$ cat src/wdc_ram.sv
// generic single-port ram with registered read
module wdc_ram #(
  parameter int Width = 8,
  parameter int Depth = 16
) (
  input  logic                     clk,
  input  logic                     we,
  input  logic [$clog2(Depth)-1:0] addr,
  input  logic [Width-1:0]         wdata,
  output logic [Width-1:0]         rdata
);
  logic [Width-1:0] mem [Depth];

  always_ff @(posedge clk) begin
    if (we) mem[addr] <= wdata;
    rdata <= mem[addr];
  end
endmodule

$ cat config.mk
export PLATFORM = sky130hd
export DESIGN_NAME = wdc_ram
export DESIGN_NICKNAME = d
export VERILOG_FILES = /design/src/wdc_ram.sv
export SDC_FILE = /design/constraint.sdc
export NUM_CORES = 1
export LEC_CHECK = 0
export ABC_AREA = 1
export BUFFER_PORTS_ARGS = -buffer_cell sky130_fd_sc_hd__buf_4
export CORE_ASPECT_RATIO = 0.7
export CORE_MARGIN = 5
export CORE_UTILIZATION = 35
export DETAILED_ROUTE_END_ITERATION = 7
export PLACE_DENSITY = 0.61
export SLEW_MARGIN = 20
export SYNTH_ARGS = -nofsm -noshare
export SYNTH_HDL_FRONTEND = slang
export SYNTH_SLANG_ARGS = --single-unit
$ cat constraint.sdc
create_clock -name clk -period 1.9 [get_ports clk]
set_input_delay 0.38 -clock clk [delete_from_list [all_inputs] [get_ports clk]]
set_output_delay 0.38 -clock clk [all_outputs]
set_load 0.1 [all_outputs]
After elaboration in Yosys (flattened, before gate mapping)
Memory sizes are Yosys's and may differ from the RTL's. A register that Yosys moved wholly into a read port is not among the register bits. Index checks and enable logic that the tools add are counted.

Bits in registers: 0. Memory bits (writable): 128. Bits of input ports: 14. Output and inout port bits: 8. Logic and storage cells: 3. Memories: 1.

Memories: mem (depth 16, width 8, read ports 1, clocked after memory_dff 1, write ports 1, RTL line 12) `logic [Width-1:0] mem [Depth];`.

Muxes and demuxes: 2.

Operators by type and width (count): 1-bit two-way mux (2).

Depth between registers and ports, before layout
Gate-level depths: netlist of the first run.

Depth after elaboration: 2. Depth in mapped cells: 11. Mapped depth without buffers: 9.

Worst setup path before layout of the first run
OpenSTA, ideal clock, no wires.

Path type: input port to flip-flop. Start point: input addr[1]. End point: memory mem[3][0] (enable). Setup time: 0.370 ns. Arrival time: 1.387 ns. Data required time: 1.530 ns. Slack: 0.143 ns. Cell stages on the path: 4. Cells stage by stage: buf_2 clkbuf_1 nand3_1 nor2_1.

RTL lines: from (decl) (RTL line 8) `input logic [$clog2(Depth)-1:0] addr,`; to (decl) (RTL line 12).

Straight into the memory's write port.

Final worst setup path of the first run
Start point: register rdata[2] (read register of mem). End point: output rdata[2].

RTL lines: from (decl) (RTL line 10) `output logic [Width-1:0] rdata`.

No word-level cell between the ends.

==> impl_metrics.json, run 1 <==
{
  "vias": 3782,
  "worst_slew_pin_slew_ns": 0.351,
  "vias_per_cell": 4.69,
  "dieArea_mm2": 0.0186,
  "hold_end": "mem[5][5]",
  "cts_tree": "done",
  "clk_path_buf_depth": 2,
  "die_h_um": 116,
  "ios": 22,
  "finalSetupTns_ns": 0,
  "start_util": 0.359,
  "clk_latency_ns": 0.41,
  "hold_class": "input pin to register",
  "fin_nets": 608,
  "critPathBufInv": 1,
  "detail_route.wl_per_cell_um": 16.4,
  "cp_max_fo": 1,
  "period_minus_slack_ns": 1.53,
  "mostFrequentLayoutCell": "nand2_1",
  "setup_viol": 0,
  "finalCritPeriodShare": 0.807,
  "max_stage_delay_ns": 0.41,
  "critPathTopFamily": "flip-flops",
  "critPathKind": "register to output pin",
  "dr.first_iter.drc_count": 443,
  "regArea_mm2": 0.00400,
  "n_fill_cell": 1463,
  "multiInputGateArea_mm2": 0.00139,
  "worstPathArrival_ns": 1.15,
  "run_status": "complete, no violations",
  "dp_slack_ns": 0.104,
  "endpoint_kind": "output pin",
  "cap_violations": 0,
  "fmax_ghz": 0.652,
  "mostFrequentLayoutCells": "nand2_1, edfxtp_1, buf_4",
  "rsz0062_at_grt": "no",
  "finalMaxSlewViolations": 0,
  "dp_hpwl_um": 8510,
  "r2r_end": "rdata[4]",
  "hold_buffers": 0,
  "whs_path_depth": 1,
  "stdcell_count": 807,
  "die_w_um": 161,
  "numCtsBuffers": 17,
  "clkSinkCount": 136,
  "cts_resized": 0,
  "grt_pass1_wl_um": 20500,
  "r2r_cells": 8,
  "crit_path_cell_trace": "buf_4",
  "synth-seq-area-share": 0.716,
  "cts-root-buf": "clkbuf_16",
  "drive_gt1_frac": 0.132,
  "post_synth_instance_area_mm2": 0.00559,
  "worstHoldStart": "wdata[5]",
  "antennaDiodeCount": 0,
  "htreeDepth": 4,
  "port_buffers": 21,
  "finClkSkew_ns": 0.00536,
  "cp_slowest_cell": "dfxtp_1",
  "avgSynthCellArea_um2": 10.2,
  "drt_pre_antenna_iters": 5,
  "grt-ovfl-total": 0,
  "leakage_nw": 2.91,
  "max_slew_margin": 0.766,
  "grt_max_degree": 33,
  "grt_pass1_vias": 3736,
  "antenna_found_initial": 0,
  "num_rows": 38,
  "startpoint_type": "register",
  "netlist_instances": 548,
  "setup_ws_ns": 0.366,
  "crit_required_ns": 1.52,
  "hold_violations": 0,
  "synth_nets": 562,
  "yosys_warnings": 0,
  "place_inst": 775,
  "r2r_slack_ns": 0.84,
  "synth-seq-cells": 136,
  "ant_nets": 0,
  "coreArea_mm2": 0.0156,
  "worstReg2RegStart": "mem[7][4]",
  "drc": 0,
  "ir_drop_uv": 554,
  "cts_setup_buffers": 0,
  "grt.total_usage": 0.149,
  "area_growth_pct": 20.9,
  "clkTransAtPathRegs_ns": 0.06,
  "power.density_mw_per_mm2": 1130,
  "wirelength_um": 13200,
  "gp_congestion": 0.877,
  "synth_cell_type_count": 11
}
## metrics by stage
step | util | total power, mW | hold WS, ns | instance area, um^2
2_1_floorplan | - | 3.81 | 0.479 | 5590
3_3_place_gp | 0.391 | 4.02 | 0.702 | 6100
3_5_place_dp | 0.391 | 4.02 | 0.692 | 6100
4_1_cts | 0.434 | 7.68 | 0.307 | 6760
5_1_grt | 0.434 | 7.88 | 0.312 | 6760
6_report | 0.434 | 7.63 | 0.306 | 6760
## layer usage
layer | global-route usage | vias up | share of wire
met5 | 0 | - | 0
met4 | 0.0494 | 0 | 0.013
met3 | 0.0341 | 18 | 0.069
met2 | 0.221 | 143 | 0.43
met1 | 0.217 | 1778 | 0.49
li1 | - | 1843 | -
## cell families (layout without fill, tap and decap cells)
logic type | after synthesis | count (layout) | share of synthesized area
simple gates | 368 | 368 | 0.248
buf+inv | 44 | 103 | 0.0362
flops | 136 | 136 | 0.716
## cells in the mapped netlist
cell        n  area [um^2]
inv_2       1         3.75
nor2_1     18         67.6
buf_2      12         60.1
dfxtp_1     8          160
nand3_1     4         20.0
edfxtp_1  128         3840
clkbuf_1    3         11.3
nand2_1   346         1300
buf_4       6         45.0
inv_1      21         78.8
clkinv_1    1         3.75
## flip-flops by register name, summed over array words and instances, names as in the netlist
signal / flops
mem: 128
rdata: 8
## worst max-delay path by stage
stage,start,end,cells past startpoint
floorplan,addr[1],mem[3][0],4
global placement,addr[0],mem[10][1],6
detailed placement,addr[0],mem[6][0],6
CTS,rdata[2],rdata[2],1
global route,rdata[2],rdata[2],1
finish,rdata[2],rdata[2],1
## area by class of cell
cell class | count | share of cell area
flip-flops and latches | 136 | 0.592
multi-input cells | 368 | 0.205
clock buffers | 21 | 0.0696
repair buffers | 48 | 0.0551
well taps | 200 | 0.0370
clock inverters | 11 | 0.0287
inverters | 23 | 0.0128
## power by group
group	leakage [nW]	switching, mW	internal [mW]
Combinational	1.36	0.441	0.142
Sequential	1.22	0.0228	3.35
Clock	0.324	1.23	2.44
Power figures use the tool's default switching activity.
==> run 2: changes to the inputs <==
--- a/config.mk
+++ b/config.mk
@@ -11,7 +11,7 @@
 export CORE_MARGIN = 5
 export CORE_UTILIZATION = 35
 export DETAILED_ROUTE_END_ITERATION = 7
-export PLACE_DENSITY = 0.61
+export PLACE_DENSITY = 0.63
 export SLEW_MARGIN = 20
 export SYNTH_ARGS = -nofsm -noshare
 export SYNTH_HDL_FRONTEND = slang
==> constraint.sdc (replaced) <==
create_clock -name clk -period 1.4 [get_ports clk]
set_input_delay 0.28 -clock clk [delete_from_list [all_inputs] [get_ports clk]]
set_output_delay 0.28 -clock clk [all_outputs]
set_load 0.1 [all_outputs]
==> run 2 against run 1 <==
Compared with the run above: worst hold slack got worse by 0.079 ns; total power grew 31%; routed wire length fell by 1.3%; cell count shrank 0.12%; clock skew is 0.0033 ns higher; register-to-register slack lost 0.48 ns; largest cell class unchanged.
==> impl_metrics.json, run 2 (same netlist as run 1, synthesis figures left out) <==
{
  "run_status": "complete, no violations",
  "grt_use_met2": 0.222,
  "ir_drop_uv": 783,
  "drive_gt1_frac": 0.162,
  "grt_max_degree": 32,
  "drt_pre_antenna_iters": 7,
  "grt_pass1_wl_um": 20800,
  "clkPwrFrac": 0.458,
  "numCtsBuffers": 17,
  "r2r_slack_ns": 0.36,
  "cts_setup_buffers": 0,
  "post_dp_cell_area_mm2": 0.00631,
  "totalPowerFinal_mw": 10.0,
  "setup_viol": 0,
  "mostFrequentLayoutCell": "nand2_1",
  "cts-root-buf": "clkbuf_16",
  "power.density_mw_per_mm2": 1450,
  "area_growth_pct": 23.8,
  "ant_nets": 0,
  "antenna_found_initial": 0,
  "cp_slowest_cell": "dfxtp_1",
  "largest_reg_flops": 128,
  "worstReg2RegStart": "mem[7][4]",
  "combPwrFrac": 0.085,
  "clk_path_buf_depth": 2,
  "seqPwrFrac": 0.457,
  "fmax_ghz": 0.741,
  "cap_violations": 0,
  "crit_required_ns": 1.12,
  "vias": 3763,
  "cts_tree": "done",
  "endpoint_kind": "output pin",
  "hold_buffers": 0,
  "hold_class": "input pin to register",
  "critPathBufInv": 1,
  "grt.total_usage": 0.149,
  "fin_nets": 607,
  "wirelength_um": 13100,
  "drc": 0,
  "clkSinkCount": 136,
  "dp_hpwl_um": 8650,
  "coreArea_mm2": 0.0156,
  "largest_register": "mem",
  "start_util": 0.359,
  "cts_resized": 0,
  "die_h_um": 116,
  "dr.first_iter.drc_count": 270,
  "top_usage_layer": "met2",
  "grt-ovfl-total": 0,
  "p_switching_mw": 2.29,
  "startpoint_type": "register",
  "finalMaxSlewViolations": 0,
  "hold_violations": 0,
  "detail_route.wl_per_cell_um": 16.2,
  "worstPathArrival_ns": 1.07,
  "crit_path_cell_trace": "buf_4",
  "hold_slack_ns": 0.227,
  "mostFrequentLayoutCells": "nand2_1, edfxtp_1, buf_4",
  "period_minus_slack_ns": 1.35,
  "max_slew_margin": 0.762,
  "p_int_mw": 7.73,
  "stdcell_count": 806,
  "port_buffers": 21,
  "antennaDiodeCount": 0,
  "leakage_nw": 2.89,
  "use_met1": 0.216,
  "cp_max_fo": 1,
  "num_rows": 38,
  "vias_per_cell": 4.67,
  "die_w_um": 161,
  "critPathTopFamily": "flip-flops",
  "finClkSkew_ns": 0.00864,
  "rsz0062_at_grt": "no",
  "worst_slew_pin_slew_ns": 0.357,
  "clkTransAtPathRegs_ns": 0.06,
  "top_regs": "mem x128, rdata x8",
  "grt_pass1_vias": 3736,
  "htreeDepth": 4,
  "max_stage_delay_ns": 0.36,
  "finalCritPeriodShare": 0.964,
  "ios": 22,
  "clk_latency_ns": 0.41,
  "gp_congestion": 0.863,
  "crit_start": "rdata[7]",
  "worstHoldStart": "wdata[2]",
  "swShare": 0.229,
  "dieArea_mm2": 0.0186,
  "post-route-util": 0.444,
  "place_inst": 774,
  "grtUsageMet3": 0.0444,
  "critPathKind": "register to output pin",
  "postLayoutCellArea_mm2": 0.00693
}
==> run 2: cell count changes in the layout (fill, tap and decap cells not counted) <==
cell / before / now
nor2_1: 18 / 0
buf_4: 47 / 41
nand3_4: 0 / 2
clkinv_1: 1 / 4
clkbuf_8: 3 / 0
nor2_2: 0 / 2
buf_12: 1 / 6
bufinv_16: 5 / 4
nor2_4: 0 / 16
nand3_1: 4 / 0
nand3_2: 0 / 2
clkinvlp_4: 1 / 3
inv_6: 1 / 0
==> run 2: power groups by stage <==
stage                     clock [mW]  combinational (mW)  sequential [mW]
after CTS                       4.66               0.859             4.58
final                           4.59               0.853             4.58
after detailed placement           0               0.854             4.67
after global routing            4.85               0.931             4.59
after global placement             0               0.846             4.66
after floorplan                    0               0.349             4.86
==> run 2: final cells by class <==
type / instances / area (um^2)
clock buffer: 18 / 429
clock inverter: 14 / 181
fill: 1420 / 8670
inverter: 23 / 86.3
multi-input combinational: 368 / 1550
sequential: 136 / 4000
tap: 200 / 250
timing repair buffer: 47 / 428
==> run 2: final timing paths <==
kind                              endpoint  cells past startpoint
worst max-delay path              rdata[7]                      1
worst min-delay path            mem[15][2]                      1
worst max register to register    rdata[4]                      8
worst min register to register    rdata[7]                      8
==> run 2: per-layer routing <==
metal / part of all wire / wire [um] / up-vias
li1: - / - / 1846
met1: 0.50 / 6460 / 1814
met2: 0.43 / 5680 / 93
met3: 0.064 / 837 / 10
met4: 0.0058 / 76 / 0
met5: 0 / 0 / -
==> run 2: through the flow <==
stage               worst slack, ns  TNS [ns]
floorplan                 -0.000470   -0.0150
global placement            -0.0609     -2.17
detailed placement          -0.0890     -3.29
CTS                          0.0406         0
global route                 0.0222         0
finish                       0.0502         0
