### src/wdc_pkg.sv
// shared types, constants and tables for the waypoint drive controller
package wdc_pkg;

  localparam int QueueDepth = 64;
  localparam int QueueAw = $clog2(QueueDepth);
  localparam int CordicSteps = 16;
  localparam int StepW = $clog2(CordicSteps + 1);

  localparam logic [29:0] CordicGainQ30 = 30'd652032874;
  localparam logic [21:0] PiMicrorad = 22'd3141593;

  localparam logic [2:0] REG_MODE = 3'd0;
  localparam logic [2:0] REG_XY_TOL = 3'd1;
  localparam logic [2:0] REG_YAW_TOL = 3'd2;
  localparam logic [2:0] REG_FWD = 3'd3;
  localparam logic [2:0] REG_ROT = 3'd4;

  localparam logic [1:0] PHASE_TURN = 2'd0;
  localparam logic [1:0] PHASE_DRIVE = 2'd1;
  localparam logic [1:0] PHASE_FINAL = 2'd2;
  localparam logic [1:0] PHASE_STOP = 2'd3;

  typedef struct packed {
    logic        mode;
    logic [23:0] xy_tol;
    logic [14:0] yaw_tol;
    logic [23:0] fwd;
    logic [23:0] rot;
  } cfg_t;

  function automatic logic [31:0] atan_lut(input logic [4:0] i);
    logic [31:0] r;
    case (i)
      5'd0: r = 32'd536870912;  5'd1: r = 32'd316933406;
      5'd2: r = 32'd167458907;  5'd3: r = 32'd85004756;
      5'd4: r = 32'd42667331;   5'd5: r = 32'd21354465;
      5'd6: r = 32'd10679838;   5'd7: r = 32'd5340245;
      5'd8: r = 32'd2670163;    5'd9: r = 32'd1335087;
      5'd10: r = 32'd667544;    5'd11: r = 32'd333772;
      5'd12: r = 32'd166886;    5'd13: r = 32'd83443;
      5'd14: r = 32'd41722;     5'd15: r = 32'd20861;
      5'd16: r = 32'd10430;     5'd17: r = 32'd5215;
      5'd18: r = 32'd2608;      5'd19: r = 32'd1304;
      5'd20: r = 32'd652;       5'd21: r = 32'd326;
      5'd22: r = 32'd163;       5'd23: r = 32'd81;
      5'd24: r = 32'd41;        5'd25: r = 32'd20;
      5'd26: r = 32'd10;        5'd27: r = 32'd5;
      5'd28: r = 32'd3;         5'd29: r = 32'd1;
      5'd30: r = 32'd1;
      default: r = 32'd0;
    endcase
    return r;
  endfunction

endpackage

### src/wdc_cordic.sv
// iterative vectoring cordic: magnitude (unscaled) and 32-bit binary angle
module wdc_cordic (
  input  logic               clk,
  input  logic               rst,
  input  logic               start,
  input  logic signed [32:0] dx,
  input  logic signed [32:0] dy,
  output logic               busy,
  output logic signed [35:0] mag_raw,
  output logic [31:0]        ang
);
  import wdc_pkg::*;

  logic signed [35:0] x, y;
  logic [31:0]        z;
  logic [StepW-1:0]   step;
  logic signed [35:0] xs, ys;
  logic [4:0]         sh;

  assign sh = 5'(step);
  assign xs = x >>> sh;
  assign ys = y >>> sh;
  assign mag_raw = x;
  assign ang = z;

  always_ff @(posedge clk) begin
    if (rst) begin
      busy <= 1'b0;
      step <= '0;
    end else if (start) begin
      busy <= 1'b1;
      step <= '0;
      if (dx < 0) begin
        if (dy >= 0) begin
          x <= 36'(dy); y <= -36'(dx); z <= 32'h4000_0000;
        end else begin
          x <= -36'(dy); y <= 36'(dx); z <= 32'hC000_0000;
        end
      end else begin
        x <= 36'(dx); y <= 36'(dy); z <= '0;
      end
    end else if (busy) begin
      if (y < 0) begin
        x <= x - ys; y <= y + xs; z <= z - atan_lut(sh);
      end else begin
        x <= x + ys; y <= y - xs; z <= z + atan_lut(sh);
      end
      if (step == StepW'(CordicSteps - 1)) busy <= 1'b0;
      step <= step + 1'b1;
    end
  end
endmodule

### config.mk
export PLATFORM = sky130hd
export DESIGN_NAME = wdc_cordic
export DESIGN_NICKNAME = d
export VERILOG_FILES = /design/src/wdc_pkg.sv /design/src/wdc_cordic.sv
export SDC_FILE = /design/constraint.sdc
export NUM_CORES = 1
export LEC_CHECK = 0
export ABC_AREA = 0
export BUFFER_PORTS_ARGS = -buffer_cell sky130_fd_sc_hd__buf_4
export CORE_ASPECT_RATIO = 0.5
export CORE_UTILIZATION = 38
export DETAILED_ROUTE_END_ITERATION = 7
export PLACE_DENSITY = 0.57
export SLEW_MARGIN = 5
export SYNTH_ARGS = -nofsm -noshare
export SYNTH_HDL_FRONTEND = slang
export SYNTH_SLANG_ARGS = --single-unit
### constraint.sdc
create_clock -name clk -period 8 [get_ports clk]
set_clock_uncertainty 0.1 [all_clocks]
set_input_delay 0 -clock clk [delete_from_list [all_inputs] [get_ports clk]]
set_output_delay 0 -clock clk [all_outputs]
set_load 0.1 [all_outputs]
### Yosys cells after proc, flatten, opt, wreduce, memory -nomap -nowiden

Memories as Yosys holds them, arrays and structs flattened. A register that Yosys moved wholly into a read port is not among the register bits.
Index checks and enable logic that the tools add are counted.

| word-level totals | value |
|---|---|
| bits in registers | 110 |
| bits in latches | 0 |
| RAM bits | 0 |
| bits in read-only memories | 1920 |
| bits of input ports | 69 |
| logic and storage cells | 56 |
| memories | 2 |

| cells by class | value |
|---|---|
| add/sub/neg operators | 9 |
| multiply operators | 0 |
| divide/modulo/power cells | 0 |
| magnitude comparators | 3 |
| equal/unequal tests | 1 |
| shifts and indexed selects | 2 |
| multiplexer cells | 30 |
| bitwise logic cells | 1 |
| reduce and logical (&&, ||, !) cells | 3 |

Memories:

| memory | words | bits a word | rd ports | clocked after memory_dff | write ports | RTL line | RTL |
|---|---|---|---|---|---|---|---|
| (no name shown) | 32 | 30 | 1 | 1 | 0 | wdc_pkg.sv:33 | `case (i)` |
| (no name shown) | 32 | 30 | 1 | 1 | 0 | wdc_pkg.sv:33 |  |

Operator list:

| operator | number |
|---|---|
| two-way mux 32 bit | 13 |
| two-way mux 36 bit | 10 |
| adder 36 bit | 2 |
| negation 33 -> 36 bit | 2 |
| >>> shifter 36 x 5 -> 36 bit | 2 |
| subtractor 36 bit | 2 |
| < comparator 36 x 1 -> 1 bit, second input constant | 1 |
| >= comparator 33 x 1 -> 1 bit, second input constant | 1 |
| < comparator 33 x 1 -> 1 bit, second input constant | 1 |
| adder 32 bit | 1 |
| subtractor 32 bit | 1 |
| two-way mux 5 bit | 4 |
| adder 5 x 1 -> 5 bit, second input constant | 1 |
| == test 5 x 4 -> 1 bit, second input constant | 1 |
| two-way mux 1 bit | 3 |
| AND reduction 2 bit | 1 |
| nonzero test 2 bit | 1 |
| OR reduction 2 bit | 1 |
| NOT 1 bit | 1 |

### Longest topological paths before layout

| logic depth | value |
|---|---|
| word-level depth | 9 |
| depth in mapped cells | 27 |
| mapped depth without buffers | 23 |

### Least setup slack after synthesis

No wires, ideal clock.

| timing path | value |
|---|---|
| path kind | reg2reg |
| from | reg busy |
| to | reg z[0], in the netlist ang[0] (enable) |
| setup time | 568 ps |
| arrival | 5668 ps |
| path slack | 1664 ps |
| stages on the path, launching flop included | 4 |
| buffers on the path | 1 |
| cell sequence | dfxtp_1 > clkbuf_1 > nor2_1 > nor2_1 |

| between the ends | value |
|---|---|
| cells in the longest elaborated chain, start to end | 2 |

RTL lines:

| element | RTL line | RTL |
|---|---|---|
| from (decl) | wdc_cordic.sv:8 | `output logic busy,` |
| from (signal assigned) | wdc_cordic.sv:28 | `busy <= 1'b0;` |
| from (signal assigned) | wdc_cordic.sv:31 | `busy <= 1'b1;` |
| from (signal assigned) | wdc_cordic.sv:48 | `if (step == StepW'(CordicSteps - 1)) busy <= 1'b0;` |
| nonzero test 2 bit (no line) | n/a |  |
| AND reduction 2 bit (no line) | n/a |  |
| to (signal assigned) | wdc_cordic.sv:44 | `x <= x - ys; y <= y + xs; z <= z - atan_lut(sh);` |
| to (signal assigned) | wdc_cordic.sv:46 | `x <= x + ys; y <= y - xs; z <= z + atan_lut(sh);` |
| to (decl) | wdc_cordic.sv:15 | `logic [31:0] z;` |

No other way between the ends.
A chain may end at the register's enable or synchronous reset.

### Final worst setup path

| timing path | value |
|---|---|
| from | reg step[2], in the netlist sh[2] |
| to | reg x[35], in the netlist mag_raw[35] (data pin) |

| between the ends | value |
|---|---|
| cells in the longest elaborated chain, start to end | 5 |
| elaborated cells on any way between the ends | 6 |
| classes of those cells | 2 x add/sub; 1 x shift; 3 x mux |

RTL lines:

| element | RTL line | RTL |
|---|---|---|
| from (decl) | wdc_cordic.sv:16 | `logic [StepW-1:0] step;` |
| from (signal assigned) | wdc_cordic.sv:49 | `step <= step + 1'b1;` |
| >>> shifter 36 x 5 -> 36 bit (*) | wdc_cordic.sv:22 | `assign ys = y >>> sh;` |
| adder 36 bit or subtractor 36 bit (tied branches) | wdc_cordic.sv:46, wdc_cordic.sv:44 |  |
| two-way mux 36 bit (*) | wdc_cordic.sv:43 | `if (y < 0) begin` |
| two-way mux 36 bit (*) | wdc_cordic.sv:42 | `end else if (busy) begin` |
| two-way mux 36 bit (*) | wdc_cordic.sv:30 | `end else if (start) begin` |
| to (signal assigned) | wdc_cordic.sv:44 |  |
| to (signal assigned) | wdc_cordic.sv:46 |  |
| to (decl) | wdc_cordic.sv:14 | `logic signed [35:0] x, y;` |

Mark *: on every way between the ends. The rest lies on a longest branch, timed or not. The select of a mux whose other input is x is not followed.

==> results_dict.tcl <==
set metrics [dict create \
    worstReg2RegEnd "mag_raw[35]" \
    crit_type "flip-flop to flip-flop" \
    crit_chain "buf_4, mux2i_1, mux4_2, nor2_1, nor3_1, and4_1, nand4_1, nor3_1, nand2_1, a31oi_1, o22ai_1, ha_1, a21o_1, a21o_1, a21oi_1, nand2_1, a21oi_1, nor2b_1, a41oi_1, a21oi_1, mux2_2" \
    synth_area_leader_cell "edfxtp_1" \
    peakVddDrop_uv 199.7 \
    cp_common_cell "a21oi_1" \
    crit-reg2reg-launch "sh[2]" \
    die_y_um 166.0 \
    critPathSlowestCell "dfxtp_4" \
    rrSetupSlack_ps 930 \
    clk_pin_slew_worst_paths_ps 70 \
    dp_hpwl_mm 64.24 \
    slew_headroom_pct 29.34 \
    power_density_mw_per_mm2 284.0 \
    synth_area_leaders "edfxtp_1, mux4_2, ha_1" \
    cpPeakStageDelay_ps 800 \
    synth.top_cell.area_share_pct 15.29 \
    drtPass1Iterations 6 \
    pre_cts_slack_ps 1141 \
    drc_errors 0 \
    yosysMostFrequentCell "nand2_1" \
    yosysWarnings 0 \
    finalHoldViolations 0 \
    ys_seq_area_share_pct 18.81 \
    fp.dieW_um 329.9 \
    required_ps 8120 \
    whs_ps 10.81 \
    core_area_mm2 0.05256 \
    synthFlopType "edfxtp_1" \
    synth_area_mm2 0.02043 \
    drt_iter0_drc 2929 \
    report.final.slew_viol_count 0 \
    power.switching_mw 3.370 \
    clkLatencyLatePin_ps 460 \
    grt_pass1_vias 19380 \
    intPower_mw 3.126 \
    worstMarginPinSlew_ps 1060 \
    reg2reg_depth 21 \
    p_leak_nw 8.695 \
    io_pins 138 \
    seqPwrFrac_pct 20.0 \
    n_antenna_cell 0 \
    io_buffers 137 \
    drtAntennaViolNets 0 \
    rsz0062_at_grt "no" \
    hold_start "dx[13]" \
    htree_levels 4 \
    cts_setup_buffers 0 \
    avgSynthCellArea_um2 8.189 \
    synth_edf_count 104 \
    grt_pass1_wl_mm 124.2 \
    hold_path_depth 5 \
    synth_commonest_cells "nand2_1, nor2_1, a21oi_1" \
    maxCapViolations 0 \
    tns_ps 0 \
    antenna_found_initial 4 \
    hold_path.class "input pin to flip-flop" \
    cts_tree "built" \
    gp_congestion 1.001 \
    totalPowerFinal_mw 6.495 \
    nets 2756 \
    syn_to_final_growth_pct 11.96 \
    viasPerCell 6.412 \
    arrival_ps 7180 \
    pwr-share-clk_pct 13.3 \
    period_share_pct 88.32 \
    ctsResizeCount 0 \
    grt_overflow_total 0 \
    p_sw_share_pct 51.88 \
    finalCriticalPeriod_ps 7066 \
    worstHoldEndpoint "y[13]" \
    die_area_mm2 0.05475 \
    clkSinkCount 140 \
    crit_fanout 42 \
    cts_buffer_depth 2 \
    cts-root-buf "clkbuf_16" \
    cp-startpoint "sh[2]" \
    max_freq_mhz 141.5 \
    initial_utilization_pct 38.87 \
    fin_ws_ps 934.0 \
    worstSetupEndpointType "flip-flop" \
    ys_types 97 \
    async_flop_share_pct 0 \
    wire_per_inst_um 25.54 \
    row_count 59 \
    syn_nets 2682 \
    synth_seq_cells 140 \
    cts_buffers 17 \
    drive_above_1_share_pct 14.21 \
    syn_inst 2495 \
    grt_usage_pct 29.79 \
    start_kind "flip-flop" \
    setup_viol 0 \
    grt_max_degree 114 \
    status "finished clean" \
    combPwrFrac_pct 66.8 \
    routed_wl_mm 83.84 \
    vias 21050 \
]
-- placed cells by master (no fill, tap or decap), types with 32 or more instances in the layout --
| cell | n |
|---|---|
| nor3_1 | 63 |
| mux4_2 | 69 |
| mux2i_1 | 92 |
| a21o_1 | 52 |
| nand3_1 | 55 |
| nand2_1 | 230 |
| ha_1 | 115 |
| inv_1 | 58 |
| a21oi_1 | 185 |
| mux2_2 | 52 |
| xor2_1 | 96 |
| xnor2_1 | 116 |
| nor2_1 | 213 |
| dlygate4sd3_1 | 37 |
| buf_4 | 167 |
| edfxtp_1 | 104 |
| o211ai_1 | 77 |
| o21ai_0 | 163 |
| nand2b_1 | 32 |
-- how the worst max path moves through the flow --
stage                        to
finish              mag_raw[35]
global route              y[31]
CTS                       y[31]
detailed placement        y[31]
global placement    mag_raw[35]
floorplan                ang[0]
-- worst max-delay path, delay by kind of cell, from the launching register on --
kind / cells / cell delay, ps
simple gates: 8 / 2270
compound gates: 8 / 1560
mux: 3 / 1220
flops: 1 / 800
buf+inv: 1 / 440
fa+ha+maj: 1 / 370
-- per-stage QoR --
step	util [%]	std cells	cell area, µm²
3_3_place_gp	41.66	3214	21900
4_1_cts	43.52	3283	22870
2_1_floorplan	-	2495	20430
6_report	43.52	3283	22870
5_1_grt	43.52	3283	22870
3_5_place_dp	41.66	3214	21900
-- power by group through the flow --
stage          clock network, mW  registers, mW  logic, mW
6_report                   0.863           1.30       4.34
5_1_grt                    0.901           1.30       4.70
4_1_cts                    0.874           1.27       4.27
3_5_place_dp                   0           1.29       4.23
3_3_place_gp                   0           1.29       4.23
2_1_floorplan                  0           1.64       2.78
-- timing repair --
| item | CTS | global route |
|---|---|---|
| hold buffers | 37 | 0 |
| hold endpoints to repair | 63 | 0 |
| setup endpoints to repair | 0 | 0 |
-- layer usage --
metal  global-route usage, %  part of all wire [%]  wire length, µm
met5                       0                 0.026               22
met4                   8.132                   3.0             2502
met3                   9.042                    11             9230
met2                   44.49                    43            36190
met1                   41.28                    43            35900
-- final cells by class --
| cell class | instances | area [µm²] |
|---|---|---|
| Clock buffer | 20 | 457.9 |
| Clock inverter | 12 | 147.6 |
| Fill cell | 5363 | 29690 |
| Inverter | 61 | 229.0 |
| Multi-Input combinational cell | 2141 | 15610 |
| Sequential cell | 140 | 3857 |
| Tap cell | 701 | 877.1 |
| Timing Repair Buffer | 208 | 1695 |
-- kinds of logic after synthesis --
group / synth area share, %
buf+inv: 4.820
xor+xnor: 9.088
flops: 18.81
mux: 15.16
simple gates: 18.97
compound gates: 25.81
fa+ha+maj: 7.337
Note: power is estimated with default switching activity, not from simulation.
