[src/wdc_div.sv]
// restoring divider, one quotient bit a cycle, quotient saturates at 25 bits
module wdc_div (
  input  logic        clk,
  input  logic        rst,
  input  logic        start,
  input  logic [63:0] num,
  input  logic [46:0] den,
  output logic        busy,
  output logic [24:0] quo
);
  logic [63:0] rem;
  logic [24:0] q;
  logic [4:0]  cnt;
  logic        ovf;
  logic [71:0] trial;

  // quotient bits 24..0; overflow if num >= den<<25
  assign trial = {47'd0, 25'(0)} | ({25'd0, den} << cnt);
  assign quo = ovf ? '1 : q;

  always_ff @(posedge clk) begin
    if (rst) begin
      busy <= 1'b0;
    end else if (start) begin
      busy <= 1'b1;
      rem <= num;
      q <= '0;
      cnt <= 5'd24;
      ovf <= ({8'd0, num} >= ({25'd0, den} << 25));
    end else if (busy) begin
      if ({8'd0, rem} >= trial) begin
        rem <= rem - trial[63:0];
        q[cnt] <= 1'b1;
      end
      if (cnt == 5'd0) busy <= 1'b0;
      cnt <= cnt - 1'b1;
    end
  end
endmodule

[config.mk]
export PLATFORM = sky130hd
export DESIGN_NAME = wdc_div
export DESIGN_NICKNAME = d
export VERILOG_FILES = /design/src/wdc_div.sv
export SDC_FILE = /design/constraint.sdc
export NUM_CORES = 1
export LEC_CHECK = 0
export BUFFER_PORTS_ARGS = -buffer_cell sky130_fd_sc_hd__buf_2
export CORE_ASPECT_RATIO = 0.8
export CORE_MARGIN = 2
export CORE_UTILIZATION = 40
export CTS_CLUSTER_SIZE = 25
export DETAILED_ROUTE_END_ITERATION = 6
export PLACE_DENSITY = 0.67
export SLEW_MARGIN = 40
export SYNTH_ARGS = -nofsm -noshare
export SYNTH_HDL_FRONTEND = slang
export SYNTH_SLANG_ARGS = --single-unit
[constraint.sdc]
create_clock -name clk -period 13.5 [get_ports clk]
set_clock_uncertainty 0.1 [all_clocks]
set_input_delay 2.7 -clock clk [delete_from_list [all_inputs] [get_ports clk]]
set_output_delay 2.7 -clock clk [all_outputs]
set_load 0.1 [all_outputs]
======== After elaboration in Yosys (flattened, before gate mapping) ========
Cells that the tools add are included.
operators by class
  shift-type cells ........................ 1
  $lt $le $gt $ge ......................... 4
  bitwise logic cells ..................... 2
  mux-type cells .......................... 12
  multiply operators ...................... 0
  $add $sub $neg .......................... 2
  divide/modulo/power cells ............... 0
  equal/unequal tests ..................... 0
  reduce and logical (&&, ||, !) cells .... 7
operators by type and width
  cell                   count
  $mux W64               3
  $ge A64 B72 Y1         2
  $mux W25               3
  $shl A47 B5 Y72        1
  $sub A64 B64 Y64       1
  $or A25 B25 Y25        1
  $lt A5 B6 Y1 const B   1
  $demux W1 S5           1
  $ge A5 B1 Y1 const B   1
  $logic_not A5 Y1       1
  $mux W5                1
  $sub A5 B1 Y5 const B  1
  $mux W1                4
  $reduce_and A2 Y1      2
  $reduce_bool A2 Y1     2
  $reduce_and A3 Y1      1
  $logic_and A1 B1 Y1    1
  $not A1 Y1             1
word-level totals
  ROM bits ................................ 0
  bits in latches ......................... 0
  memory bits (writable) .................. 0
  memories kept ........................... 0
  output and inout port bits .............. 26
  register bits after elaboration ......... 96

======== Depth between registers and ports, before layout ========
Gate-level depths: netlist of run 1.
  depth in word-level cells ............... 7
  mapped depth ............................ 22
  gate-level depth less buffers ........... 18

======== Worst setup path before layout of run 1 ========
OpenSTA, ideal clock, no wires.
  path type ............................... input port to flip-flop
  from .................................... input den[3]
  to ...................................... register q[0], enable pin
  setup time .............................. 567 ps
  data arrival time ....................... 9797 ps
  path slack .............................. 3035 ps
  path buffers ............................ 1
  stages .................................. 18
  cells stage by stage .................... inv_1 -> o211a_1 -> a21oi_1 -> mux2i_1 -> nand2_1 -> o21ai_0 -> or2_2 -> ha_1 -> clkbuf_1 -> o21ai_0 -> nor2_1 -> nor4_1 -> a21oi_1 -> a21oi_1 -> o21ba_2 -> o21bai_2 -> a31oi_1 -> o22ai_1
between the ends
  word-level cells in the longest chain between the ends .. 4
RTL lines
  item                            RTL line  source
  start: declaration              7         input logic [46:0] den,
  $shl A47 B5 Y72                 18        assign trial = {47'd0, 25'(0)} | ({25'd0, den} << cnt);
  $ge A64 B72 Y1                  31        if ({8'd0, rem} >= trial) begin
  $reduce_bool A2 Y1 (no line)    -
  $reduce_and A3 Y1 (no line)     -
  end signal: assignment          27        q <= '0;
  end signal: indexed assignment  33        q[cnt] <= 1'b1;
  end: declaration                12        logic [24:0] q;
Every way passes these cells.
A chain may end at the register's enable or synchronous reset.

======== Worst setup path after layout of run 1 ========
  from .................................... input den[0]
  to ...................................... register rem[9], enable pin
between the ends
  word-level cells in the longest chain between the ends .. 4
RTL lines
  item                          RTL line  source
  $shl A47 B5 Y72               18
  $ge A64 B72 Y1                31
  $reduce_bool A2 Y1 (no line)  -
  $reduce_and A3 Y1 (no line)   -
  end signal: assignment        26        rem <= num;
  end signal: assignment        32        rem <= rem - trial[63:0];
  end: declaration              11        logic [63:0] rem;
Every way passes these cells.

==> results of run 1 <==
==> cells by family (layout without fill, tap and decap cells) <==
group | Yosys count | in the layout
AO/OA/AOI/OAI | 429 | 429
XOR/XNOR | 47 | 47
adder cells (fa/ha/maj) | 108 | 108
buffers and inverters | 180 | 257
flip-flops | 96 | 96
multiplexers | 113 | 113
AND/OR/NAND/NOR | 529 | 529
==> metal layers <==
layer	vias up	wire [um]	track usage, %	share of wire [%]
li1	5658	-	-	-
met1	5590	20040	40.22	49
met2	536	17040	38.55	41
met3	29	3637	4.745	8.8
met4	0	586	5.478	1.4
met5	-	0	0	0
==> stage by stage <==
| stage | setup slack, ns | std cells | cell area [sq um] | power, W |
|---|---|---|---|---|
| 6_report | 5.453 | 1956 | 13160 | 0.001514 |
| 2_1_floorplan | 3.035 | 1502 | 11950 | 0.001004 |
| 3_3_place_gp | 5.215 | 1940 | 12870 | 0.001222 |
| 3_5_place_dp | 5.212 | 1940 | 12870 | 0.001224 |
| 5_1_grt | 5.165 | 1956 | 13160 | 0.001606 |
| 4_1_cts | 5.597 | 1956 | 13160 | 0.001498 |
==> worst paths after layout <==
kind                                      startpoint               end  slack (ns)  depth (start not counted)
worst min-delay path                 busy$_SDFF_PP0_   busy$_SDFF_PP0_        0.47                          1
worst max register to register  cnt[0]$_SDFFCE_PP0P_  rem[9]$_DFFE_PP_        7.06                         18
worst max-delay path                          den[0]  rem[9]$_DFFE_PP_        5.45                         18
worst min register to register       busy$_SDFF_PP0_   busy$_SDFF_PP0_        0.47                          1
==> cell usage after synthesis (22+ instances only) <==
library cell / n
sky130_fd_sc_hd__xnor2_1: 30
sky130_fd_sc_hd__o21ai_0: 93
sky130_fd_sc_hd__nand2_1: 238
sky130_fd_sc_hd__inv_1: 86
sky130_fd_sc_hd__nor3_1: 22
sky130_fd_sc_hd__or2_2: 27
sky130_fd_sc_hd__nand3_1: 32
sky130_fd_sc_hd__nand4_1: 28
sky130_fd_sc_hd__ha_1: 107
sky130_fd_sc_hd__edfxtp_1: 95
sky130_fd_sc_hd__a21o_1: 31
sky130_fd_sc_hd__o21ai_1: 32
sky130_fd_sc_hd__clkbuf_1: 58
sky130_fd_sc_hd__nor2_1: 100
sky130_fd_sc_hd__mux2i_1: 60
sky130_fd_sc_hd__mux2_2: 26
sky130_fd_sc_hd__mux4_2: 27
sky130_fd_sc_hd__a21oi_1: 136
==> cell type report <==
class                           instances  area [sq um]  share of cell area, %
Tap cell                              377         471.7                  3.585
Clock inverter                          7         62.56                 0.4755
Multi-Input combinational cell       1226          8391                  63.78
Clock buffer                            9         225.2                  1.712
Timing Repair Buffer                  153         803.3                  6.106
Inverter                               88         330.3                  2.511
Sequential cell                        96          2873                  21.84
==> power by group <==
group | internal [W] | total (W) | leakage, nW | switching (W)
registers | 0.000376 | 0.000391 | 0.912 | 0.0000146
logic | 0.000310 | 0.000851 | 4.58 | 0.000541
clock network | 0.000130 | 0.000273 | 0.144 | 0.000143
total | 0.000816 | 0.00151 | 5.64 | 0.000698
==> registers in the layout, summed over array words and instances, names as in the netlist <==
| signal | flops |
|---|---|
| cnt | 5 |
| rem | 64 |
| q | 25 |
| ovf | 1 |
| busy | 1 |
==> qor.txt, run 1 <==
SYNTH
------------------------------------------------------------------------------------------
Post-synthesis net count                                                              1724
Share of async-settable or async-resettable flops after synthesis                       0%
Post-synth EDFFs                                                                        95
Share of synthesized cell area in full adder, half adder and majority cells         11.37%
Ys Warns                                                                                 0
Dominant combinational cell family by area after synthesis                    compound AO/OA/AOI/OAI gates
Avg Cell Area, Syn                                                             7.955 sq um
Synth area leader                                                             sky130_fd_sc_hd__edfxtp_1
Synthesized-area fraction occupied by xor and xnor cells                            3.445%
Post-synthesis cell count                                                             1502
Area contributors post-synth                                                  sky130_fd_sc_hd__edfxtp_1 (24%), sky130_fd_sc_hd__ha_1 (11%), sky130_fd_sc_hd__nand2_1 (7.5%)
Post-Syn Area                                                                  11950 sq um
Most common flop cell mapped by yosys                                         sky130_fd_sc_hd__edfxtp_1
Area share of the largest cell type after synthesis                                 23.88%
Synth unique cells                                                                      86
Area share of and/or/nand/nor cells after synthesis                                 20.60%
Mux share of post-synthesis cell area                                               12.57%
Sequential element share of the synthesized area                                    24.04%
Synthesized flop and latch total                                                        96
Compound-gate portion of the synthesized area                                       22.13%

POWER AND IR DROP
------------------------------------------------------------------------------------------
Power density normalized to cell area                                         115.1 nW/um^2
Largest voltage drop on the vdd net                                               58.32 uV
Static leakage                                                                    5.638 nW

CRITICAL PATH
------------------------------------------------------------------------------------------
Number of buffer and inverter instances along the worst setup path                       2
Required time at the endpoint of the critical path                                13.42 ns
Category of the most critical setup path                                         in -> reg
Library cell contributing the largest single delay on the critical path       sky130_fd_sc_hd__buf_4
Top delay family on crit path                                                 compound AO/OA/AOI/OAI gates
CP startpoint kind                                                            primary input
Nature of the critical path endpoint                                                  flop
Critical path cell sequence                                                   buf_2 -> mux2i_1 -> a21oi_1 -> mux2i_1 -> nand2_1 -> o21ai_0 -> or2_2 -> ha_1 -> o21ai_0 -> nor2_1 -> nor4_1 -> a21oi_1 -> a21oi_1 -> o21ba_2 -> o21bai_2 -> a31oi_1 -> o22ai_4 -> buf_4
Data arrival, critical path                                                        7.97 ns
Crit-path max FO                                                                        43
Worst path max stage delay                                                         0.60 ns
Most used cell, CP                                                            sky130_fd_sc_hd__a21oi_1

TIMING
------------------------------------------------------------------------------------------
Total Neg Setup Slack                                                                 0 ns
Worst max-slew margin expressed relative to the limit                               46.63%
Final Critical Period                                                             8.047 ns
Final Max Tran Viols                                                                     0
Fin. Hold Viols                                                                          0
Fin crit share                                                                      59.61%
Setup-failing EPs final                                                                  0
Maximum operating frequency                                                     0.1243 GHz
Setup repair after global routing missed its margin                                     no
Post-route worst hold slack                                                      0.4711 ns
Measured slew at the worst slew-check pin                                        0.7922 ns

GLOBAL ROUTING
------------------------------------------------------------------------------------------
Overflow left after global routing                                                       0
Total routing resource utilization after global routing                             26.39%
Via count of the first global-routing pass                                           10849
Global-route wire length before repair                                            62870 um
Antenna violations before repair                                                         1
Maximum number of pins on one net before global-route repair                            78

FINISH
------------------------------------------------------------------------------------------
Area Growth Syn to Fin                                                              10.12%
Most common library cell in the layout ignoring fill and taps                 sky130_fd_sc_hd__nand2_1
Post-layout nets                                                                      1796
Number of fillers in the final layout                                                 2910
Layout Utilization                                                                  44.81%
Commonest cells after routing, fill and taps aside                            sky130_fd_sc_hd__nand2_1 (238), sky130_fd_sc_hd__buf_2 (138), sky130_fd_sc_hd__a21oi_1 (136)
Layout cells sized above 1                                                          17.35%
Antenna diode count                                                                      0

CLOCK TREE
------------------------------------------------------------------------------------------
Library cell used as clock root buffer                                        sky130_fd_sc_hd__clkbuf_16
Sink count of the clock tree                                                            96
Bufs on Longest Clock Path                                                               2
CTS tree                                                                               yes
Clk Latency, worst-skew pair                                                       0.38 ns
Number of buffers inserted to repair setup after CTS                                     0
Clock-pin slew on the worst setup and hold paths                                   0.08 ns
TritonCTS Buffers                                                                        9
Cells resized by post-CTS repair                                                         0
Cts hold-fix bufs                                                                        0
Number of levels the H-tree was split into                                               3

ROUTING
------------------------------------------------------------------------------------------
Routed wire length                                                                41310 um
Per-cell via count in the routed design                                              6.039
Number of nets still failing antenna checks after routing                                0
DRC violations left                                                                      0
Number of vias after detailed routing                                                11813
Routed length per instance                                                        21.12 um
Iteration-0 DRC Markers                                                               1272
First-pass detailed-route iteration total                                                5

WORST HOLD PATH
------------------------------------------------------------------------------------------
Hold crit path type                                                             reg -> reg

STATUS
------------------------------------------------------------------------------------------
Status                                                                        finished clean

FLOORPLAN
------------------------------------------------------------------------------------------
Number of rows created at floorplan                                                     56
Initial Utilization                                                                 40.70%
Die outline area                                                               31280 sq um
Width of the die                                                                  197.2 um
Height of the die                                                                 158.6 um
Standard cell core area                                                        29360 sq um
# IOs                                                                                  140

JOB
------------------------------------------------------------------------------------------
Max cap viols                                                                            0

PLACEMENT
------------------------------------------------------------------------------------------
GP Congestion                                                                       0.9618
# port buffers                                                                         139
Post-detailed-placement half-perimeter wirelength                                 32680 um

(Power assumes the default switching activity.)
==> inputs of run 2 (changes only) <==
--- a/config.mk
+++ b/config.mk
@@ -5,6 +5,7 @@
 export SDC_FILE = /design/constraint.sdc
 export NUM_CORES = 1
 export LEC_CHECK = 0
+export ABC_AREA = 1
 export BUFFER_PORTS_ARGS = -buffer_cell sky130_fd_sc_hd__buf_2
 export CORE_ASPECT_RATIO = 0.8
 export CORE_MARGIN = 2
==> constraint.sdc (replaced) <==
create_clock -name clk -period 7.5 [get_ports clk]
set_clock_uncertainty 0.1 [all_clocks]
set_input_delay 1.5 -clock clk [delete_from_list [all_inputs] [get_ports clk]]
set_output_delay 1.5 -clock clk [all_outputs]
set_load 0.1 [all_outputs]
==> qor.txt, run 2 <==
STATUS
--------------------------------------------------------------------------------------
Status                                                                    finished clean

ROUTING
--------------------------------------------------------------------------------------
Number of vias after detailed routing                                            15356   +30%
Number of nets still failing antenna checks after routing                            0   unchanged
Per-cell via count in the routed design                                          5.396   -11%
Iteration-0 DRC Markers                                                           1674   +32%
DRC violations left                                                                  0   unchanged
Routed length per instance                                                    19.06 um   -9.8%
Routed wire length                                                            54240 um   +31%
First-pass detailed-route iteration total                                            6   +1

TIMING
--------------------------------------------------------------------------------------
Setup slack of the critical path after layout                                 1.619 ns   -3.834 ns
Fin crit share                                                                  78.41%
Fin. Hold Viols                                                                      0   unchanged
Final Critical Period                                                         5.881 ns
Setup repair after global routing missed its margin                                 no
Final Max Tran Viols                                                                 0   unchanged
Maximum operating frequency                                                 0.1700 GHz
Setup-failing EPs final                                                              0   unchanged
Measured slew at the worst slew-check pin                                    0.8098 ns   +0.01766 ns
Worst max-slew margin expressed relative to the limit                           46.01%   -0.62 points
Post-route worst hold slack                                                  0.5128 ns   +0.04172 ns
Total Neg Setup Slack                                                             0 ns   unchanged

WORST HOLD PATH
--------------------------------------------------------------------------------------
Hold-critical path endpoint                                               q[13]$_SDFFCE_PP0P_
Hold crit path type                                                         reg -> reg
Min-Delay Path Depth                                                                 2   +1
Hold_sp                                                                   q[13]$_SDFFCE_PP0P_

PLACEMENT
--------------------------------------------------------------------------------------
# port buffers                                                                     139   unchanged
Post-detailed-placement half-perimeter wirelength                             45180 um   +38%
Post-detailed-placement cell area                                          14450 sq um   +12%
GP Congestion                                                                    1.003   +4.3%
Setup slack at placement                                                      1.326 ns   -3.886 ns

FINISH
--------------------------------------------------------------------------------------
Commonest cells after routing, fill and taps aside                        sky130_fd_sc_hd__nand2_1 (890), sky130_fd_sc_hd__inv_1 (362), sky130_fd_sc_hd__nand3_1 (159)
Top register by number of flip-flops                                               rem
Max FFs per register                                                                64   unchanged
Post-layout nets                                                                  2636   +47%
Layout cells sized above 1                                                      8.392%   -9.0 points
Area Growth Syn to Fin                                                          10.20%   about the same
Fin area                                                                   14790 sq um   +12%
Most common library cell in the layout ignoring fill and taps             sky130_fd_sc_hd__nand2_1
Leading registers by flop count                                           rem (64), q (25), cnt (5)
Antenna diode count                                                                  0   unchanged

CRITICAL PATH
--------------------------------------------------------------------------------------
Critical path cell sequence                                               buf_2 -> inv_1 -> o21ai_0 -> o21ai_0 -> o21ai_0 -> mux2i_1 -> o21ai_1 -> inv_1 -> ha_1 -> nand2_1 -> nor2_1 -> inv_1 -> nor2_1 -> nand2_1 -> nand3_1 -> nand2_1 -> nand3b_1 -> nand2_1 -> nand2_1 -> nand2_1 -> nand2_4 -> buf_4
Nature of the critical path endpoint                                              flop
R2r worst-path depth                                                                19   +1
CP startpoint kind                                                        primary input
Most used cell, CP                                                        sky130_fd_sc_hd__nand2_1
Data arrival, critical path                                                    5.85 ns   -2.12 ns
Register-to-register setup slack                                               1.93 ns   -5.13 ns
Category of the most critical setup path                                     in -> reg
Library cell contributing the largest single delay on the critical path   sky130_fd_sc_hd__nand2_4
Number of buffer and inverter instances along the worst setup path                   5   +3
Required time at the endpoint of the critical path                             7.47 ns   -5.95 ns
Startpoint of the lowest-slack register-to-register path                  cnt[4]$_SDFFCE_PP1P_
Crit-path max FO                                                                    43   unchanged
RR Endpoint                                                               q[4]$_SDFFCE_PP0P_
Top delay family on crit path                                             simple AND/OR/NAND/NOR gates
Worst path max stage delay                                                     0.50 ns   -0.10 ns

CLOCK TREE
--------------------------------------------------------------------------------------
Clk Latency, worst-skew pair                                                   0.39 ns   about the same
Cells resized by post-CTS repair                                                     0   unchanged
TritonCTS Buffers                                                                    9   unchanged
CTS tree                                                                           yes
Cts hold-fix bufs                                                                    0   unchanged
Number of levels the H-tree was split into                                           3   unchanged
Clock-pin slew on the worst setup and hold paths                               0.09 ns   about the same
Library cell used as clock root buffer                                    sky130_fd_sc_hd__clkbuf_16
Sink count of the clock tree                                                        96   unchanged
Number of buffers inserted to repair setup after CTS                                 0   unchanged
Bufs on Longest Clock Path                                                           2   unchanged

POWER AND IR DROP
--------------------------------------------------------------------------------------
Cell-internal power                                                         0.001478 W   +81%
Static leakage                                                                7.834 nW   +39%
Net switching component of the power                                        0.001459 W   +110%
Fraction of power consumed by sequential logic                                   23.3%   -2.5 points
Power density normalized to cell area                                     198.6 nW/um^2   +73%
Largest voltage drop on the vdd net                                           122.8 uV   +110%
Relative contribution of combinational cells to total power                      58.0%   +1.8 points
Relative contribution of the clock network to total power                        18.7%   +0.7 points
Switching portion of total power                                                49.68%   +3.6 points

GLOBAL ROUTING
--------------------------------------------------------------------------------------
Global-route met2 utilization                                                   46.36%   +7.8 points
Total routing resource utilization after global routing                         30.26%   +3.9 points
Maximum number of pins on one net before global-route repair                        75   -3.8%
Via count of the first global-routing pass                                       13448   +24%
Met1 usage                                                                      44.70%   +4.5 points
Overflow left after global routing                                                   0   unchanged
Global-route track usage on met3                                                3.395%   -1.3 points
Global-route wire length before repair                                        79990 um   +27%
Antenna violations before repair                                                     0   -1
Gr busiest metal                                                                  met2

SYNTH
--------------------------------------------------------------------------------------
Area contributors post-synth                                              sky130_fd_sc_hd__nand2_1 (25%), sky130_fd_sc_hd__edfxtp_1 (21%), sky130_fd_sc_hd__inv_1 (10%)
Post-synthesis cell count                                                         2315   +54%
Avg Cell Area, Syn                                                         5.796 sq um   -27%
Ys Warns                                                                             0   unchanged
Area share of the largest cell type after synthesis                             24.93%   +1.0 points
Synth unique cells                                                                  38   -56%
Top cell types by occurrence after synthesis                              sky130_fd_sc_hd__nand2_1 (891), sky130_fd_sc_hd__inv_1 (362), sky130_fd_sc_hd__nand3_1 (159), sky130_fd_sc_hd__nor2_1 (145), sky130_fd_sc_hd__a21oi_1 (123)
Most repeated cell in the gate-level netlist after synthesis              sky130_fd_sc_hd__nand2_1
Synthesized flop and latch total                                                    96   unchanged
Post-synthesis net count                                                          2537   +47%
Synth area leader                                                         sky130_fd_sc_hd__nand2_1
Share of async-settable or async-resettable flops after synthesis                   0%   unchanged
Most common flop cell mapped by yosys                                     sky130_fd_sc_hd__edfxtp_1
Post-synth EDFFs                                                                    95   unchanged
Post-Syn Area                                                              13420 sq um   +12%
Sequential element share of the synthesized area                                21.41%   -2.6 points

FLOORPLAN
--------------------------------------------------------------------------------------
Width of the die                                                              208.8 um   +5.9%
Initial Utilization                                                             40.94%   +0.24 points
Number of rows created at floorplan                                                 59   +5.4%
Standard cell core area                                                    32780 sq um   +12%
Die outline area                                                           35030 sq um   +12%
# IOs                                                                              140   unchanged
Height of the die                                                             167.8 um   +5.8%

JOB
--------------------------------------------------------------------------------------
Max cap viols                                                                        0   unchanged

[run 2: changes by cell type in the layout (fill, tap and decap cells not counted), sizes merged, moves of 32 or more]
| cell | before | now |
|---|---|---|
| nand2 | 239 | 894 |
| inv | 92 | 371 |
| nand3 | 33 | 159 |
| o21ai | 126 | 191 |
| nor2 | 100 | 145 |
| mux2i | 60 | 28 |
[run 2: cell type report]
| type | instances | area (sq um) |
|---|---|---|
| multi-input cells | 1784 | 8831 |
| flip-flops and latches | 96 | 2873 |
| fillers | 3642 | 17990 |
| clock inverters | 6 | 100.1 |
| repair buffers | 156 | 842.1 |
| clock buffers | 10 | 229.0 |
| well taps | 427 | 534.3 |
| inverters | 367 | 1378 |
[run 2: worst register-to-register path: stages (launching register included)]
cell                       delay, ns
sky130_fd_sc_hd__edfxtp_1       0.82
sky130_fd_sc_hd__inv_1          0.57
sky130_fd_sc_hd__nor2_1         0.41
sky130_fd_sc_hd__inv_1          0.20
sky130_fd_sc_hd__o22ai_1        0.22
sky130_fd_sc_hd__inv_1          0.07
sky130_fd_sc_hd__ha_1           0.40
sky130_fd_sc_hd__nand2_1        0.13
sky130_fd_sc_hd__nor2_1         0.24
sky130_fd_sc_hd__inv_1          0.07
sky130_fd_sc_hd__nor2_1         0.24
sky130_fd_sc_hd__nand2_1        0.09
sky130_fd_sc_hd__nand3_1        0.24
sky130_fd_sc_hd__nand2_1        0.14
sky130_fd_sc_hd__nand3b_1       0.14
sky130_fd_sc_hd__nand2_1        0.06
sky130_fd_sc_hd__nand2_1        0.11
sky130_fd_sc_hd__nand2_1        0.10
sky130_fd_sc_hd__nand2_4        0.50
sky130_fd_sc_hd__buf_4          0.42
[run 2: power groups by stage]
stage / logic [W] / clock network, W / registers [W]
after floorplan: 0.00116 / 0 / 0.000690
after global placement: 0.00165 / 0 / 0.000697
after detailed placement: 0.00165 / 0 / 0.000697
after CTS: 0.00166 / 0.000556 / 0.000686
after global routing: 0.00188 / 0.000572 / 0.000688
final: 0.00170 / 0.000549 / 0.000684
[run 2: stage by stage]
stage	total power, W	util, %	instances
2_1_floorplan	0.001848	-	2315
3_3_place_gp	0.002345	44.08	2829
3_5_place_dp	0.002347	44.08	2829
4_1_cts	0.002905	45.08	2845
5_1_grt	0.003134	45.11	2846
6_report	0.002937	45.11	2846
[run 2: worst max path at each step]
stage | depth (start not counted) | endpoint | slack [ns] | start
after floorplan | 21 | q[0]$_SDFFCE_PP0P_ | 1.45 | den[25]
after global placement | 22 | q[7]$_SDFFCE_PP0P_ | 1.37 | den[3]
after detailed placement | 22 | q[24]$_SDFFCE_PP0P_ | 1.33 | den[3]
after CTS | 22 | q[5]$_SDFFCE_PP0P_ | 1.74 | den[3]
after global routing | 22 | q[4]$_SDFFCE_PP0P_ | 1.35 | den[3]
final | 22 | q[4]$_SDFFCE_PP0P_ | 1.62 | den[3]
[run 2: logic make-up (layout without fill, tap and decap cells)]
family / count (synthesis) / count (layout) / share of synthesized area [%]
buffers and inverters: 435 / 539 / 12.83
DFF: 96 / 96 / 21.41
AOI/OAI and AO/OA: 342 / 342 / 13.32
adders and majority gates: 108 / 108 / 10.13
and+or+nand+nor: 1290 / 1290 / 39.18
xor gates and xnor gates: 16 / 16 / 1.044
muxes: 28 / 28 / 2.089
[run 2: routing by layer]
| layer | vias up | wire length, um |
|---|---|---|
| li1 | 7594 | - |
| met1 | 6997 | 25660 |
| met2 | 696 | 23060 |
| met3 | 69 | 4102 |
| met4 | 0 | 1408 |
| met5 | - | 0 |
==> inputs of run 3 (changes only) <==
--- a/config.mk
+++ b/config.mk
@@ -5,7 +5,7 @@
 export SDC_FILE = /design/constraint.sdc
 export NUM_CORES = 1
 export LEC_CHECK = 0
-export ABC_AREA = 1
+export ABC_AREA = 0
 export BUFFER_PORTS_ARGS = -buffer_cell sky130_fd_sc_hd__buf_2
 export CORE_ASPECT_RATIO = 0.8
 export CORE_MARGIN = 2
==> constraint.sdc (replaced) <==
create_clock -name clk -period 6.15 [get_ports clk]
set_clock_uncertainty 0.1 [all_clocks]
set_input_delay 1.23 -clock clk [delete_from_list [all_inputs] [get_ports clk]]
set_output_delay 1.23 -clock clk [all_outputs]
set_load 0.1 [all_outputs]
==> qor.txt, run 3 (same netlist as run 1, synthesis figures left out) <==
STATUS
----------------------------------------------------------------------------
Status                                                          finished clean

FINISH
----------------------------------------------------------------------------
Post-layout nets                                                        1806   -31%
Antenna diode count                                                        0   unchanged
Layout Utilization                                                    45.27%   +0.16 points
Leading registers by flop count                                 rem (64), q (25), cnt (5)
Area Growth Syn to Fin                                                11.24%
Max FFs per register                                                      64   unchanged
Top register by number of flip-flops                                     rem
Number of fillers in the final layout                                   2949   -19%
Layout cells sized above 1                                            17.75%   +9.4 points
Commonest cells after routing, fill and taps aside              sky130_fd_sc_hd__nand2_1 (238), sky130_fd_sc_hd__buf_2 (138), sky130_fd_sc_hd__a21oi_1 (136)
Most common library cell in the layout ignoring fill and taps   sky130_fd_sc_hd__nand2_1

ROUTING
----------------------------------------------------------------------------
DRC violations left                                                        0   unchanged
Per-cell via count in the routed design                                6.024   +12%
Routed length per instance                                          21.07 um   +11%
Number of vias after detailed routing                                  11844   -23%
Number of nets still failing antenna checks after routing                  0   unchanged
Routed wire length                                                  41420 um   -24%
Iteration-0 DRC Markers                                                 1431   -15%
First-pass detailed-route iteration total                                  6   unchanged

CLOCK TREE
----------------------------------------------------------------------------
Cts hold-fix bufs                                                          0   unchanged
Number of buffers inserted to repair setup after CTS                       0   unchanged
Number of levels the H-tree was split into                                 3   unchanged
Bufs on Longest Clock Path                                                 2   unchanged
Library cell used as clock root buffer                          sky130_fd_sc_hd__clkbuf_16
Sink count of the clock tree                                              96   unchanged
Cells resized by post-CTS repair                                           0   unchanged
Clock-pin slew on the worst setup and hold paths                     0.08 ns   about the same
CTS tree                                                                 yes
Clk Latency, worst-skew pair                                         0.38 ns   about the same
TritonCTS Buffers                                                          9   unchanged

WORST HOLD PATH
----------------------------------------------------------------------------
Hold_sp                                                         busy$_SDFF_PP0_
Hold-critical path endpoint                                     busy$_SDFF_PP0_
Hold crit path type                                               reg -> reg
Min-Delay Path Depth                                                       1   -1

POWER AND IR DROP
----------------------------------------------------------------------------
Largest voltage drop on the vdd net                                 136.2 uV   +11%
Power density normalized to cell area                           252.7 nW/um^2   +27%
Static leakage                                                      5.701 nW   -27%
PnR Total Power                                                   0.003358 W   +14%

GLOBAL ROUTING
----------------------------------------------------------------------------
Overflow left after global routing                                         0   unchanged
Total routing resource utilization after global routing               26.49%   -3.8 points
Via count of the first global-routing pass                             10775   -20%
Antenna violations before repair                                           0   unchanged
Maximum number of pins on one net before global-route repair              64   -15%
Global-route wire length before repair                              63080 um   -21%

FLOORPLAN
----------------------------------------------------------------------------
Initial Utilization                                                   40.70%   -0.24 points
Number of rows created at floorplan                                       56   -5.1%
Die outline area                                                 31280 sq um   -11%
Height of the die                                                   158.6 um   -5.5%
Standard cell core area                                          29360 sq um   -10%
Width of the die                                                    197.2 um   -5.5%
# IOs                                                                    140   unchanged

TIMING
----------------------------------------------------------------------------
Post-route worst hold slack                                        0.4695 ns   -0.04327 ns
Setup slack of the critical path after layout                      0.4195 ns   -1.200 ns
Total Neg Setup Slack                                                   0 ns   unchanged
Final Max Tran Viols                                                       0   unchanged
Measured slew at the worst slew-check pin                          0.7165 ns   -0.09330 ns
Fin. Hold Viols                                                            0   unchanged
Maximum operating frequency                                       0.1745 GHz
Setup repair after global routing missed its margin                       no
Worst max-slew margin expressed relative to the limit                 51.73%   +5.7 points
Final Critical Period                                               5.731 ns
Setup-failing EPs final                                                    0   unchanged
Fin crit share                                                        93.18%

PLACEMENT
----------------------------------------------------------------------------
Post-detailed-placement half-perimeter wirelength                   32910 um   -27%
GP Congestion                                                          1.004   +0.12%
Setup slack at placement                                           0.2887 ns   -1.037 ns
# port buffers                                                           139   unchanged

CRITICAL PATH
----------------------------------------------------------------------------
Register-to-register setup slack                                     0.45 ns   -1.48 ns
Startpoint of the lowest-slack register-to-register path        cnt[0]$_SDFFCE_PP0P_
Data arrival, critical path                                          5.67 ns   -0.18 ns
RR Endpoint                                                     rem[26]$_DFFE_PP_
Nature of the critical path endpoint                                    flop
Crit-path max FO                                                          54   +26%
Category of the most critical setup path                           in -> reg
R2r worst-path depth                                                      18   -1
CP startpoint kind                                              primary input
Required time at the endpoint of the critical path                   6.09 ns   -1.38 ns

JOB
----------------------------------------------------------------------------
Max cap viols                                                              0   unchanged

run 3: cell types whose count changed in the layout (fill, tap and decap cells not counted), sizes merged, moves of 26 or more:
cell | previous run | this run
a21o | 0 | 31
nor2 | 145 | 100
inv | 371 | 89
mux2 | 0 | 26
nand2 | 894 | 239
mux4 | 0 | 27
nand3 | 159 | 33
mux2i | 28 | 60
o21ai | 191 | 126
run 3: worst max-delay path, stage by stage:
cell and delay (ns):
sky130_fd_sc_hd__buf_2 0.12, sky130_fd_sc_hd__inv_1 0.07, sky130_fd_sc_hd__o211a_1 0.21, sky130_fd_sc_hd__a21oi_1 0.37, sky130_fd_sc_hd__mux2i_1 0.35, sky130_fd_sc_hd__nand2_1 0.14
sky130_fd_sc_hd__o21ai_0 0.16, sky130_fd_sc_hd__mux2_2 0.37, sky130_fd_sc_hd__ha_1 0.49, sky130_fd_sc_hd__inv_1 0.10, sky130_fd_sc_hd__o31ai_1 0.36, sky130_fd_sc_hd__a31oi_1 0.15
sky130_fd_sc_hd__o21ai_0 0.32, sky130_fd_sc_hd__o21ba_2 0.24, sky130_fd_sc_hd__o21bai_2 0.24, sky130_fd_sc_hd__a31oi_1 0.17, sky130_fd_sc_hd__o22ai_4 0.20, sky130_fd_sc_hd__buf_12 0.31
run 3: power by group:
part,total (W),internal (W),leakage (nW),switching [W]
logic,0.00190,0.000699,4.65,0.00120
registers,0.000855,0.000825,0.912,0.0000299
clock network,0.000602,0.000316,0.141,0.000286
total,0.00336,0.00184,5.70,0.00152
run 3: worst max-delay path by stage:
| stage | depth (start not counted) | end | from | slack (ns) |
|---|---|---|---|---|
| floorplan | 18 | q[0]$_SDFFCE_PP0P_ | den[3] | 0.13 |
| finish | 18 | rem[26]$_DFFE_PP_ | den[3] | 0.42 |
| CTS | 18 | rem[22]$_DFFE_PP_ | den[3] | 0.65 |
| global route | 19 | rem[26]$_DFFE_PP_ | cnt[0]$_SDFFCE_PP0P_ | 0.27 |
| detailed placement | 18 | rem[27]$_DFFE_PP_ | den[3] | 0.29 |
| global placement | 17 | rem[27]$_DFFE_PP_ | den[0] | 0.26 |
run 3: cell type report:
cell class                 instances  area, sq um  share of cell area [%]
multi-input combinational       1226         8391                   63.13
sequential                        96         2873                   21.62
timing repair buffer             163        928.4                   6.986
tap                              377        471.7                   3.549
inverter                          88        330.3                   2.485
clock buffer                       9        225.2                   1.695
clock inverter                     7        71.32                  0.5366
run 3: per-stage QoR:
stage	instances	instance area [sq um]
5_1_grt	1966	13290
2_1_floorplan	1502	11960
3_3_place_gp	1950	12990
6_report	1966	13290
4_1_cts	1966	13290
3_5_place_dp	1950	12990
run 3: routing by layer:
| metal | wire length (um) | up-vias | GRT usage, % |
|---|---|---|---|
| li1 | - | 5674 | - |
| met2 | 16960 | 536 | 38.21 |
| met3 | 3913 | 51 | 5.592 |
| met4 | 714 | 0 | 5.764 |
| met1 | 19830 | 5583 | 40.10 |
| met5 | 0 | - | 0 |
